File: config.mk
export PLATFORM = sky130hd
export DESIGN_NAME = graph_three_colourability_search_core_flat
export DESIGN_NICKNAME = d
export VERILOG_FILES = /design/src/rtl/gtc_pkg.sv /design/src/rtl/gtc_in_if.sv /design/src/rtl/gtc_out_if.sv /design/src/rtl/gtc_search.sv /design/src/rtl/graph_three_colourability_search_core.sv /design/src/flat_wrapper.sv
export SDC_FILE = /design/constraint.sdc
export NUM_CORES = 2
export LEC_CHECK = 0
export BUFFER_PORTS_ARGS = -buffer_cell sky130_fd_sc_hd__buf_2
export CORE_ASPECT_RATIO = 2
export CORE_MARGIN = 5
export CORE_UTILIZATION = 68
export DETAILED_ROUTE_END_ITERATION = 12
export PLACE_DENSITY_LB_ADDON = 0.2
export SYNTH_ARGS = -nofsm -noshare
export SYNTH_HDL_FRONTEND = slang
export SYNTH_SLANG_ARGS = --single-unit
export TNS_END_PERCENT = 100
File: constraint.sdc
create_clock -name clk -period 37.4 [get_ports clk]
set_input_delay 9.35 -clock clk [delete_from_list [all_inputs] [get_ports clk]]
set_output_delay 9.35 -clock clk [all_outputs]
set_load 0.02 [all_outputs]
File: src/rtl/gtc_pkg.sv
// ----------------------------------------------------------------------------
// gtc_pkg
// Shared types, codes and helpers for the three-colourability search core.
// ----------------------------------------------------------------------------
`timescale 1ns / 1ps

package gtc_pkg;

  localparam logic       ACT_LOAD    = 1'b0;
  localparam logic       ACT_TEST    = 1'b1;
  localparam logic [2:0] ALL_COLOURS = 3'b111;
  localparam logic [1:0] UNCOLOURED  = 2'd3;
  localparam int         NUM_COLOURS = 3;
  localparam logic       CFG_VC_IDX  = 1'b0;
  localparam logic [3:0] VC_RESET    = 4'd13;

  typedef struct packed {
    logic       start;
    logic       out_free;
    logic [3:0] count;
    logic [3:0] skip;
  } search_req_t;

  typedef struct packed {
    logic idle;
    logic done;
    logic colourable;
  } search_sts_t;

  // number of colours left in a candidate set
  function automatic logic [1:0] pop3(input logic [2:0] s);
    case (s)
      3'b000:  pop3 = 2'd0;
      3'b001:  pop3 = 2'd1;
      3'b010:  pop3 = 2'd1;
      3'b100:  pop3 = 2'd1;
      3'b111:  pop3 = 2'd3;
      default: pop3 = 2'd2;
    endcase
  endfunction

endpackage

File: src/rtl/gtc_in_if.sv
// ----------------------------------------------------------------------------
// gtc_in_if
// Input item channel: row loads and test requests.
// ----------------------------------------------------------------------------
`timescale 1ns / 1ps

interface gtc_in_if;
  logic        valid;
  logic        ready;
  logic        action;
  logic [3:0]  row_index;
  logic [12:0] row_bits;
  logic [3:0]  skip_vertex;

  modport source (output valid, action, row_index, row_bits, skip_vertex, input ready);
  modport sink (input valid, action, row_index, row_bits, skip_vertex, output ready);
endinterface

File: src/rtl/gtc_out_if.sv
// ----------------------------------------------------------------------------
// gtc_out_if
// Result item channel: one colourable bit per test.
// ----------------------------------------------------------------------------
`timescale 1ns / 1ps

interface gtc_out_if;
  logic valid;
  logic ready;
  logic colourable;

  modport source (output valid, colourable, input ready);
  modport sink (input valid, colourable, output ready);
endinterface

File: src/rtl/gtc_search.sv
// ----------------------------------------------------------------------------
// gtc_search
// Backtracking search engine with forward checking, undo trail memory and
// decision stack memory.
// ----------------------------------------------------------------------------
`timescale 1ns / 1ps

module gtc_search #(
  parameter int MAX_VERTICES = 13
) (
  input  logic                      clk,
  input  logic                      rst_n,
  input  gtc_pkg::search_req_t      req,
  output gtc_pkg::search_sts_t      sts,
  output logic                      adj_rd,
  output logic [$clog2(MAX_VERTICES)-1:0] adj_addr,
  input  logic [MAX_VERTICES-1:0]   adj_row
);

  localparam int VW    = $clog2(MAX_VERTICES);
  localparam int CW    = $clog2(MAX_VERTICES + 1);
  localparam int DEPTH = MAX_VERTICES * 12;
  localparam int TW    = $clog2(DEPTH + 1);
  localparam int TAW   = $clog2(DEPTH);
  localparam int TDW   = VW + 3;
  localparam int SD    = MAX_VERTICES + 1;
  localparam int SAW   = $clog2(SD);
  localparam int SW    = $clog2(SD + 1);
  localparam int SDW   = VW + 2 + TW;

  localparam logic [2:0] ST_IDLE   = 3'd0;
  localparam logic [2:0] ST_BUILD  = 3'd1;
  localparam logic [2:0] ST_SCAN   = 3'd2;
  localparam logic [2:0] ST_UNDO   = 3'd3;
  localparam logic [2:0] ST_CHOOSE = 3'd4;
  localparam logic [2:0] ST_PROP   = 3'd5;
  localparam logic [2:0] ST_POPW   = 3'd6;
  localparam logic [2:0] ST_FIN    = 3'd7;

  logic [2:0]              state_r, state_nxt;
  logic [CW-1:0]           n_r, n_nxt;
  logic [MAX_VERTICES-1:0] active_r, active_nxt;
  logic [MAX_VERTICES-1:0] nmask_r, nmask_nxt;
  logic [MAX_VERTICES-1:0] nbr_r [MAX_VERTICES];
  logic [MAX_VERTICES-1:0] nbr_nxt [MAX_VERTICES];
  logic [1:0]              colour_r [MAX_VERTICES];
  logic [1:0]              colour_nxt [MAX_VERTICES];
  logic [2:0]              cand_r [MAX_VERTICES];
  logic [2:0]              cand_nxt [MAX_VERTICES];
  logic [CW-1:0]           rd_cnt_r, rd_cnt_nxt;
  logic                    pend_r;
  logic [VW-1:0]           pend_idx_r;
  logic [CW-1:0]           i_r, i_nxt;
  logic [2:0]              best_r, best_nxt;
  logic [VW-1:0]           pick_r, pick_nxt;
  logic                    found_r, found_nxt;
  logic [TW-1:0]           top_r, top_nxt;
  logic [SW-1:0]           sp_r, sp_nxt;
  logic [VW-1:0]           x_r, x_nxt;
  logic [1:0]              nc_r, nc_nxt;
  logic [1:0]              c_r, c_nxt;
  logic [TW-1:0]           mark_r, mark_nxt;
  logic                    res_r, res_nxt;
  logic                    tr_pend_r, tr_pend_nxt;

  // trail and stack memories
  logic [TDW-1:0] trail_mem [DEPTH];
  logic [TDW-1:0] tr_q;
  logic           tw_en;
  logic [TAW-1:0] tw_addr;
  logic [TDW-1:0] tw_data;
  logic [TAW-1:0] tr_addr;

  logic [SDW-1:0] stk_mem [SD];
  logic [SDW-1:0] sq;
  logic           sw_en;
  logic [SAW-1:0] sw_addr;
  logic [SDW-1:0] sw_data;
  logic [SAW-1:0] sr_addr;

  assign adj_rd   = (state_r == ST_BUILD) && (rd_cnt_r < n_r);
  assign adj_addr = rd_cnt_r[VW-1:0];

  assign sts.idle       = (state_r == ST_IDLE);
  assign sts.done       = (state_r == ST_FIN) && req.out_free;
  assign sts.colourable = res_r;

  always_comb begin
    logic [MAX_VERTICES-1:0] row;
    logic [VW-1:0]           iv;
    logic [1:0]              pc;
    logic                    stop;
    logic [2:0]              cx;
    logic [1:0]              cs;
    logic                    fnd;
    logic [SW-1:0]           sp_dec;
    logic [SW-1:0]           sp_rd;
    logic [SW-1:0]           sp_wr;
    logic [TW-1:0]           top_dec;
    logic [2:0]              m;
    logic [2:0]              newc;
    logic                    nb;

    state_nxt   = state_r;
    n_nxt       = n_r;
    active_nxt  = active_r;
    nmask_nxt   = nmask_r;
    nbr_nxt     = nbr_r;
    colour_nxt  = colour_r;
    cand_nxt    = cand_r;
    rd_cnt_nxt  = rd_cnt_r;
    i_nxt       = i_r;
    best_nxt    = best_r;
    pick_nxt    = pick_r;
    found_nxt   = found_r;
    top_nxt     = top_r;
    sp_nxt      = sp_r;
    x_nxt       = x_r;
    nc_nxt      = nc_r;
    c_nxt       = c_r;
    mark_nxt    = mark_r;
    res_nxt     = res_r;
    tr_pend_nxt = 1'b0;
    tw_en       = 1'b0;
    tw_addr     = top_r[TAW-1:0];
    tw_data     = '0;
    tr_addr     = '0;
    sw_en       = 1'b0;
    sw_addr     = '0;
    sw_data     = '0;
    sr_addr     = '0;
    row         = adj_row & nmask_r;
    iv          = i_r[VW-1:0];
    pc          = gtc_pkg::pop3(cand_r[iv]);
    stop        = 1'b0;
    cx          = cand_r[x_r];
    cs          = 2'd0;
    fnd         = 1'b0;
    sp_dec      = sp_r - SW'(1);
    sp_rd       = sp_dec - SW'(1);
    sp_wr       = sp_r - SW'(1);
    top_dec     = top_r - TW'(1);
    m           = 3'b001 << c_r;
    newc        = cand_r[iv] & ~m;
    nb          = nbr_r[x_r][iv] && active_r[iv] && (iv != x_r);

    // restore one candidate set from the trail
    if (tr_pend_r) begin
      cand_nxt[tr_q[TDW-1:3]] = tr_q[2:0];
    end

    case (state_r)
      ST_IDLE: begin
        if (req.start) begin
          if (int'(req.count) > MAX_VERTICES) begin
            n_nxt = CW'(MAX_VERTICES);
          end else begin
            n_nxt = CW'(req.count);
          end
          for (int k = 0; k < MAX_VERTICES; k++) begin
            nmask_nxt[k]  = (CW'(k) < n_nxt);
            active_nxt[k] = (CW'(k) < n_nxt) && (4'(k) != req.skip);
            nbr_nxt[k]    = '0;
            colour_nxt[k] = gtc_pkg::UNCOLOURED;
            cand_nxt[k]   = gtc_pkg::ALL_COLOURS;
          end
          top_nxt    = '0;
          sp_nxt     = '0;
          rd_cnt_nxt = '0;
          state_nxt  = ST_BUILD;
        end
      end

      ST_BUILD: begin
        // symmetric neighbor sets from each row as it returns
        if (pend_r) begin
          nbr_nxt[pend_idx_r] = nbr_r[pend_idx_r] | row;
          for (int j = 0; j < MAX_VERTICES; j++) begin
            if (row[j]) begin
              nbr_nxt[j][pend_idx_r] = 1'b1;
            end
          end
        end
        if (rd_cnt_r < n_r) begin
          rd_cnt_nxt = rd_cnt_r + CW'(1);
        end else if (!pend_r) begin
          i_nxt     = '0;
          best_nxt  = 3'd4;
          found_nxt = 1'b0;
          state_nxt = ST_SCAN;
        end
      end

      ST_SCAN: begin
        if (i_r < n_r) begin
          if (active_r[iv] && (colour_r[iv] == gtc_pkg::UNCOLOURED) &&
              ({1'b0, pc} < best_r)) begin
            best_nxt  = {1'b0, pc};
            pick_nxt  = iv;
            found_nxt = 1'b1;
            if (pc <= 2'd1) begin
              stop = 1'b1;
            end
          end
          i_nxt = i_r + CW'(1);
        end else begin
          stop = 1'b1;
        end
        if (stop) begin
          if (!found_nxt) begin
            res_nxt   = 1'b1;
            state_nxt = ST_FIN;
          end else if (sp_r > SW'(MAX_VERTICES)) begin
            res_nxt   = 1'b0;
            state_nxt = ST_FIN;
          end else begin
            sw_en     = 1'b1;
            sw_addr   = sp_r[SAW-1:0];
            sw_data   = {pick_nxt, 2'd0, top_r};
            sp_nxt    = sp_r + SW'(1);
            x_nxt     = pick_nxt;
            nc_nxt    = 2'd0;
            mark_nxt  = top_r;
            state_nxt = ST_UNDO;
          end
        end
      end

      ST_UNDO: begin
        if (top_r != mark_r) begin
          tr_addr     = top_dec[TAW-1:0];
          top_nxt     = top_dec;
          tr_pend_nxt = 1'b1;
        end else begin
          state_nxt = ST_CHOOSE;
        end
      end

      ST_CHOOSE: begin
        for (int c = 0; c < gtc_pkg::NUM_COLOURS; c++) begin
          if (!fnd && (2'(c) >= nc_r) && cx[c]) begin
            cs  = 2'(c);
            fnd = 1'b1;
          end
        end
        if (fnd) begin
          colour_nxt[x_r] = cs;
          sw_en     = 1'b1;
          sw_addr   = sp_wr[SAW-1:0];
          sw_data   = {x_r, cs + 2'd1, mark_r};
          nc_nxt    = cs + 2'd1;
          c_nxt     = cs;
          i_nxt     = '0;
          state_nxt = ST_PROP;
        end else begin
          colour_nxt[x_r] = gtc_pkg::UNCOLOURED;
          sp_nxt = sp_dec;
          if (sp_dec == '0) begin
            res_nxt   = 1'b0;
            state_nxt = ST_FIN;
          end else begin
            sr_addr   = sp_rd[SAW-1:0];
            state_nxt = ST_POPW;
          end
        end
      end

      ST_POPW: begin
        x_nxt     = sq[SDW-1 -: VW];
        nc_nxt    = sq[TW+1:TW];
        mark_nxt  = sq[TW-1:0];
        state_nxt = ST_UNDO;
      end

      ST_PROP: begin
        if (i_r < n_r) begin
          if (nb && (colour_r[iv] == gtc_pkg::UNCOLOURED) && ((cand_r[iv] & m) != 3'b000)) begin
            cand_nxt[iv] = newc;
            if (top_r < TW'(DEPTH)) begin
              tw_en   = 1'b1;
              tw_data = {iv, cand_r[iv]};
              top_nxt = top_r + TW'(1);
            end
            if (newc == 3'b000) begin
              state_nxt = ST_UNDO;
            end
          end
          i_nxt = i_r + CW'(1);
        end else begin
          i_nxt     = '0;
          best_nxt  = 3'd4;
          found_nxt = 1'b0;
          state_nxt = ST_SCAN;
        end
      end

      ST_FIN: begin
        if (req.out_free) begin
          state_nxt = ST_IDLE;
        end
      end

      default: begin
        state_nxt = ST_IDLE;
      end
    endcase
  end

  always_ff @(posedge clk) begin
    if (!rst_n) begin
      state_r   <= ST_IDLE;
      pend_r    <= 1'b0;
      tr_pend_r <= 1'b0;
      top_r     <= '0;
      sp_r      <= '0;
      res_r     <= 1'b0;
      for (int k = 0; k < MAX_VERTICES; k++) begin
        colour_r[k] <= gtc_pkg::UNCOLOURED;
        cand_r[k]   <= gtc_pkg::ALL_COLOURS;
      end
    end else begin
      state_r   <= state_nxt;
      pend_r    <= adj_rd;
      tr_pend_r <= tr_pend_nxt;
      top_r     <= top_nxt;
      sp_r      <= sp_nxt;
      res_r     <= res_nxt;
      colour_r  <= colour_nxt;
      cand_r    <= cand_nxt;
    end
  end

  always_ff @(posedge clk) begin
    n_r        <= n_nxt;
    active_r   <= active_nxt;
    nmask_r    <= nmask_nxt;
    nbr_r      <= nbr_nxt;
    rd_cnt_r   <= rd_cnt_nxt;
    pend_idx_r <= adj_addr;
    i_r        <= i_nxt;
    best_r     <= best_nxt;
    pick_r     <= pick_nxt;
    found_r    <= found_nxt;
    x_r        <= x_nxt;
    nc_r       <= nc_nxt;
    c_r        <= c_nxt;
    mark_r     <= mark_nxt;
  end

  always_ff @(posedge clk) begin
    if (tw_en) begin
      trail_mem[tw_addr] <= tw_data;
    end
    tr_q <= trail_mem[tr_addr];
  end

  always_ff @(posedge clk) begin
    if (sw_en) begin
      stk_mem[sw_addr] <= sw_data;
    end
    sq <= stk_mem[sr_addr];
  end

  a_trail_bound: assert property (@(posedge clk) disable iff (!rst_n)
    top_r <= TW'(DEPTH))
    else $error("trail pointer beyond trail depth");

  a_undo_mark: assert property (@(posedge clk) disable iff (!rst_n)
    (state_r == ST_UNDO) |-> (top_r >= mark_r))
    else $error("undo below frame mark");

  a_prop_coloured: assert property (@(posedge clk) disable iff (!rst_n)
    (state_r == ST_PROP) |-> (colour_r[x_r] != gtc_pkg::UNCOLOURED))
    else $error("propagating from an uncoloured vertex");

endmodule

File: src/rtl/graph_three_colourability_search_core.sv
// ----------------------------------------------------------------------------
// graph_three_colourability_search_core
// Decides whether the stored graph, less an optional skipped vertex, has a
// proper three-colouring. A load item writes one adjacency row. A test
// item reads the first n rows, then runs a backtracking search: each
// decision scans up to n vertices (one per cycle) for the fewest remaining
// colours, each colour choice propagates over up to n neighbors (one per
// cycle), and backtracking restores one trail entry per cycle from the
// trail memory. A test's run time therefore depends on the data, set by
// the per-vertex scan and propagation loops and the single trail memory
// port; one result item follows each test.
// ----------------------------------------------------------------------------
`timescale 1ns / 1ps

module graph_three_colourability_search_core #(
  parameter int MAX_VERTICES = 13
) (
  input  logic        clk,
  input  logic        rst_n,
  gtc_in_if.sink      in_ch,
  gtc_out_if.source   out_ch,
  input  logic        cfg_psel,
  input  logic        cfg_penable,
  input  logic        cfg_pwrite,
  input  logic [2:0]  cfg_paddr,
  input  logic [31:0] cfg_pwdata,
  output logic [31:0] cfg_prdata,
  output logic        cfg_pready
);

  localparam int VW = $clog2(MAX_VERTICES);

  logic [3:0]              vc_r;
  logic                    in_acc;
  logic                    cfg_wr;
  logic                    out_valid_r;
  logic                    out_data_r;
  gtc_pkg::search_req_t    req;
  gtc_pkg::search_sts_t    sts;
  logic                    adj_rd;
  logic [VW-1:0]           adj_addr;
  logic [MAX_VERTICES-1:0] adj_q;
  logic [MAX_VERTICES-1:0] adj_mem [MAX_VERTICES];
  logic [MAX_VERTICES-1:0] adj_vld_r;
  logic                    load_en;

  assign cfg_pready = 1'b1;
  assign cfg_wr     = cfg_psel && cfg_penable && cfg_pwrite;
  assign cfg_prdata = (cfg_paddr[2] == gtc_pkg::CFG_VC_IDX) ? {28'd0, vc_r} : 32'd0;

  assign in_ch.ready = sts.idle;
  assign in_acc      = in_ch.valid && in_ch.ready;
  assign load_en     = in_acc && (in_ch.action == gtc_pkg::ACT_LOAD) &&
                       (int'(in_ch.row_index) < MAX_VERTICES);

  assign req.start    = in_acc && (in_ch.action == gtc_pkg::ACT_TEST);
  assign req.out_free = !out_valid_r || out_ch.ready;
  assign req.count    = vc_r;
  assign req.skip     = in_ch.skip_vertex;

  assign out_ch.valid      = out_valid_r;
  assign out_ch.colourable = out_data_r;

  always_ff @(posedge clk) begin
    if (!rst_n) begin
      vc_r        <= gtc_pkg::VC_RESET;
      out_valid_r <= 1'b0;
      adj_vld_r   <= '0;
    end else begin
      if (cfg_wr && (cfg_paddr[2] == gtc_pkg::CFG_VC_IDX)) begin
        vc_r <= cfg_pwdata[3:0];
      end
      if (sts.done) begin
        out_valid_r <= 1'b1;
      end else if (out_ch.ready) begin
        out_valid_r <= 1'b0;
      end
      if (load_en) begin
        adj_vld_r[in_ch.row_index[VW-1:0]] <= 1'b1;
      end
    end
  end

  always_ff @(posedge clk) begin
    if (sts.done) begin
      out_data_r <= sts.colourable;
    end
  end

  // adjacency store; rows never written read as empty
  always_ff @(posedge clk) begin
    if (load_en) begin
      adj_mem[in_ch.row_index[VW-1:0]] <= MAX_VERTICES'(in_ch.row_bits);
    end
    if (adj_rd) begin
      adj_q <= adj_vld_r[adj_addr] ? adj_mem[adj_addr] : '0;
    end
  end

  gtc_search #(
    .MAX_VERTICES(MAX_VERTICES)
  ) u_search (
    .clk      (clk),
    .rst_n    (rst_n),
    .req      (req),
    .sts      (sts),
    .adj_rd   (adj_rd),
    .adj_addr (adj_addr),
    .adj_row  (adj_q)
  );

endmodule
File: src/flat_wrapper.sv
// flat-port wrapper written by rule: the top's interface ports become plain ports
module graph_three_colourability_search_core_flat 
#(
  parameter int MAX_VERTICES = 13
)
  (clk, rst_n, cfg_psel, cfg_penable, cfg_pwrite, cfg_paddr, cfg_pwdata, cfg_prdata, cfg_pready, in_ch_valid, in_ch_action, in_ch_row_index, in_ch_row_bits, in_ch_skip_vertex, in_ch_ready, out_ch_valid, out_ch_colourable, out_ch_ready);
  gtc_in_if in_ch_i ();
  gtc_out_if out_ch_i ();
  input  logic clk;
  input  logic rst_n;
  input  logic cfg_psel;
  input  logic cfg_penable;
  input  logic cfg_pwrite;
  input  logic [2:0] cfg_paddr;
  input  logic [31:0] cfg_pwdata;
  output logic [31:0] cfg_prdata;
  output logic cfg_pready;
  input wire logic [$bits(in_ch_i.valid)-1:0] in_ch_valid;
  input wire logic [$bits(in_ch_i.action)-1:0] in_ch_action;
  input wire logic [$bits(in_ch_i.row_index)-1:0] in_ch_row_index;
  input wire logic [$bits(in_ch_i.row_bits)-1:0] in_ch_row_bits;
  input wire logic [$bits(in_ch_i.skip_vertex)-1:0] in_ch_skip_vertex;
  output wire logic [$bits(in_ch_i.ready)-1:0] in_ch_ready;
  output wire logic [$bits(out_ch_i.valid)-1:0] out_ch_valid;
  output wire logic [$bits(out_ch_i.colourable)-1:0] out_ch_colourable;
  input wire logic [$bits(out_ch_i.ready)-1:0] out_ch_ready;
  assign in_ch_i.valid = in_ch_valid;
  assign in_ch_i.action = in_ch_action;
  assign in_ch_i.row_index = in_ch_row_index;
  assign in_ch_i.row_bits = in_ch_row_bits;
  assign in_ch_i.skip_vertex = in_ch_skip_vertex;
  assign in_ch_ready = in_ch_i.ready;
  assign out_ch_valid = out_ch_i.valid;
  assign out_ch_colourable = out_ch_i.colourable;
  assign out_ch_i.ready = out_ch_ready;
  graph_three_colourability_search_core #(.MAX_VERTICES(MAX_VERTICES)) u_core (.clk(clk), .rst_n(rst_n), .in_ch(in_ch_i), .out_ch(out_ch_i), .cfg_psel(cfg_psel), .cfg_penable(cfg_penable), .cfg_pwrite(cfg_pwrite), .cfg_paddr(cfg_paddr), .cfg_pwdata(cfg_pwdata), .cfg_prdata(cfg_prdata), .cfg_pready(cfg_pready));
endmodule
==> key figures <==
Status
  – Outcome: complete, no violations

Synthesis
  – Post-synthesis sequential area ratio: 66.5%
  – Library cells used by synthesis: 100
  – Post-synth top flop: edfxtp_1
  – Yosys warns: 0
  – Area leader, netlist: edfxtp_1
  – Ys async rst share: 0%
  – Flops & latches, synth: 1827
  – Post-synth EDFFs: 1701
  – Post-Syn Area: 80600 um^2
  – Share of the synthesized area in the top cell type: 63.4%
  – Mapped Cells: 6100
  – Synth top area cells: edfxtp_1, mux4_2, nand2_1
  – Syn_area_per_cell: 13.2 um^2

Pwr
  – Net Sw Frac: 25.5%
  – Max VDD drop: 0.0581 mV
  – Sequential power share: 51.6%
  – Leakage Power: 28.6 nW
  – Pwr per Cell Area: 50.9 nW/um^2
  – Logic pwr share: 12.6%
  – Clock power frac: 35.8%
  – Power Internal: 3.30 mW
  – P_sw: 1.13 mW

Worst setup path
  – CP Max Fanout: 5
  – R2R cell count: 13
  – WP buf/inv: 2
  – Crit path DAT: 9.76 ns
  – Crit path capture type: output port
  – Cell family with most CP delay: buffers and inverters
  – Critical path launch point type: input port
  – Cell repeated most along the worst path: buf_2
  – Slowest CP cell: buf_2
  – Required time of the critical path: 28.05 ns
  – Sequence of cells on the critical path: buf_2, nor2b_1, buf_2
  – Max incr delay on CP: 0.18 ns
  – FF-to-FF setup slack: 30.94 ns
  – R2R Path End: u_core.u_search.stk_mem[5][2]$_DFFE_PP_
  – Critical R2R Launch: u_core.u_search.i_r[0]$_SDFFCE_PN0P_
  – Crit Path Category: input port to output port
  – Crit. Startpoint: cfg_paddr[2]

Global routing
  – Initial antenna violation count: 4
  – First-pass GRT wire length: 337 mm
  – M3 GR Usage: 6.50%
  – Via count of the first global-routing pass: 54300
  – Largest net degree at the start of global routing: 167
  – Remaining global-route overflow: 0
  – Busiest grt layer: met2
  – Tot GR Track Use: 35.7%
  – Grt met1 use: 39.0%
  – Met2 Track Usage GR: 59.6%

Floorplanning
  – Die width: 253 um
  – Die Y-Extent: 497 um
  – Rows: 178
  – Core box area: 118000 um^2
  – Die area: 126000 um^2
  – # IOs: 100
  – Initial Util: 68.4%

Clock tree
  – Setup Buffers After CTS: 0
  – Number of buffers created by CTS: 152
  – Max Root-Sink Buffers: 3
  – Worst skew pair latency: 0.81 ns
  – Root Buffer: clkbuf_16
  – H-Tree Depth: 4
  – CTS tree: yes
  – # hold bufs at CTS: 0
  – Clk slew on worst S/H paths: 0.07 ns
  – Sink Count: 1827
  – Cts repair resizes: 0

Drt
  – DR vias/cell: 7.10
  – DRC: 0
  – Via count: 54300
  – Routed Wire Length: 229 mm
  – Initial DRT Pass Iterations: 9
  – First DRT Iteration DRCs: 6366
  – Wire per inst: 29.9 um
  – DRT antenna net count: 0

Worst hold path
  – Hold Path Depth: 0
  – Hold Path Class: register to register
  – Hold endpoint: u_core.out_ch.colourable$_DFFE_PP_
  – Critical hold path startpoint: u_core.u_search.res_r$_SDFFE_PN0P_

Placed design
  – Routability Congestion: 0.959
  – Final HPWL DP: 144 mm
  – IO Port Bufs: 40
  – Dpl ws: 18.29 ns
  – Dpl cells: 7366

STA
  – Min cycle time layout: 19.11 ns
  – Post-route setup slack: 18.29 ns
  – Worst-Margin Slew: 1.40 ns
  – F_max: 52.3 MHz
  – Final Max Slew Viols: 0
  – Setup violators final: 0
  – Relative slew slack: 5.95%
  – Clk_skew: 0.0373 ns
  – WHS: 0.423 ns
  – Setup total negative slack: 0 ns
  – Fin. Hold Viols: 0
  – Period utilization: 51.1%
  – RSZ-0062 raised after global routing: no

Final layout
  – Fill count: 7313
  – Area delta synth->final: 8.11%
  – Most common cell after layout, fill and taps aside: edfxtp_1
  – Most frequent cells in the layout: edfxtp_1, nand2_1, nor2_1
  – Share of layout cells above drive strength 1: 12.8%
  – Final std cells w/o fill: 7652
  – Fin nets: 6078
  – Multi-input logic area: 25100 um^2
  – FF/Latch Area: 53600 um^2

Run
  – Max_cap viols: 0
## state kept, by name, indices dropped and copies added, names as in the netlist, 14 cells and up
name / count
u_core.adj_mem: 169
u_core.u_search.cand_r: 39
u_core.u_search.colour_r: 26
u_core.u_search.nbr_r: 169
u_core.u_search.sq: 14
u_core.u_search.stk_mem: 196
u_core.u_search.trail_mem: 1092
## layer usage
metal | wire [um] | up-vias
li1 | - | 23200
met1 | 68800 | 26500
met2 | 115000 | 3482
met3 | 20200 | 1141
met4 | 25000 | 0
met5 | 0 | -
## power by group through the flow
stage          registers (mW)  logic (mW)  clock network [mW]
2_1_floorplan            2.32       0.369                   0
3_3_place_gp             2.33       0.528                   0
3_5_place_dp             2.33       0.540                   0
4_1_cts                  2.29       0.542                1.59
5_1_grt                  2.29       0.583                1.67
6_report                 2.29       0.559                1.59
## Yosys cell counts, types with 24 or more instances
cell type,number
nand2_1,782
ha_1,24
nor2b_1,71
buf_2,68
buf_1,49
buf_4,45
dfxtp_1,126
mux4_2,135
o21ai_0,187
nand3_1,190
a22oi_1,234
inv_1,33
and3_1,26
mux2i_1,211
mux2_2,136
a31oi_1,108
nor4_1,43
nand2b_1,27
a211oi_1,111
o211ai_1,51
a21oi_1,369
a221oi_1,40
nor2_1,429
clkbuf_1,329
nor3_1,51
o221ai_1,30
o22ai_1,108
edfxtp_1,1701
## kinds of logic after synthesis
group	Yosys count	share of synthesized area (%)
muxes	484	8.36
xor gates and xnor gates	29	0.315
DFF	1827	66.5
and+or+nand+nor	1754	9.77
AOI/OAI and AO/OA	1447	11.8
other	2	0.00932
buffers and inverters	532	2.83
adders and majority gates	25	0.387
## metrics by stage
step,util (%),power [mW],cell area (um^2)
2_1_floorplan,-,2.69,80700
3_3_place_gp,69.8,2.86,82200
3_5_place_dp,69.8,2.87,82200
4_1_cts,74.0,4.42,87100
5_1_grt,74.0,4.55,87100
6_report,74.0,4.43,87100
## how the worst max path moves through the flow
stage / to / slack (ns) / cells after the start
2_1_floorplan: cfg_prdata[0] / 18.40 / 1
3_3_place_gp: cfg_prdata[0] / 18.32 / 3
3_5_place_dp: cfg_prdata[2] / 18.29 / 3
4_1_cts: cfg_prdata[2] / 18.29 / 3
5_1_grt: cfg_prdata[2] / 18.26 / 3
6_report: cfg_prdata[2] / 18.29 / 3
## area by class of cell
type / instances / share of cell area [%]
diodes: 5 / 0.0144
clock buffers: 195 / 4.62
clock inverters: 86 / 0.995
inverters: 36 / 0.155
multi-input cells: 3768 / 28.8
flip-flops and latches: 1827 / 61.5
well taps: 1530 / 2.20
repair buffers: 205 / 1.68
No activity file was read; power rests on OpenSTA's default activity.
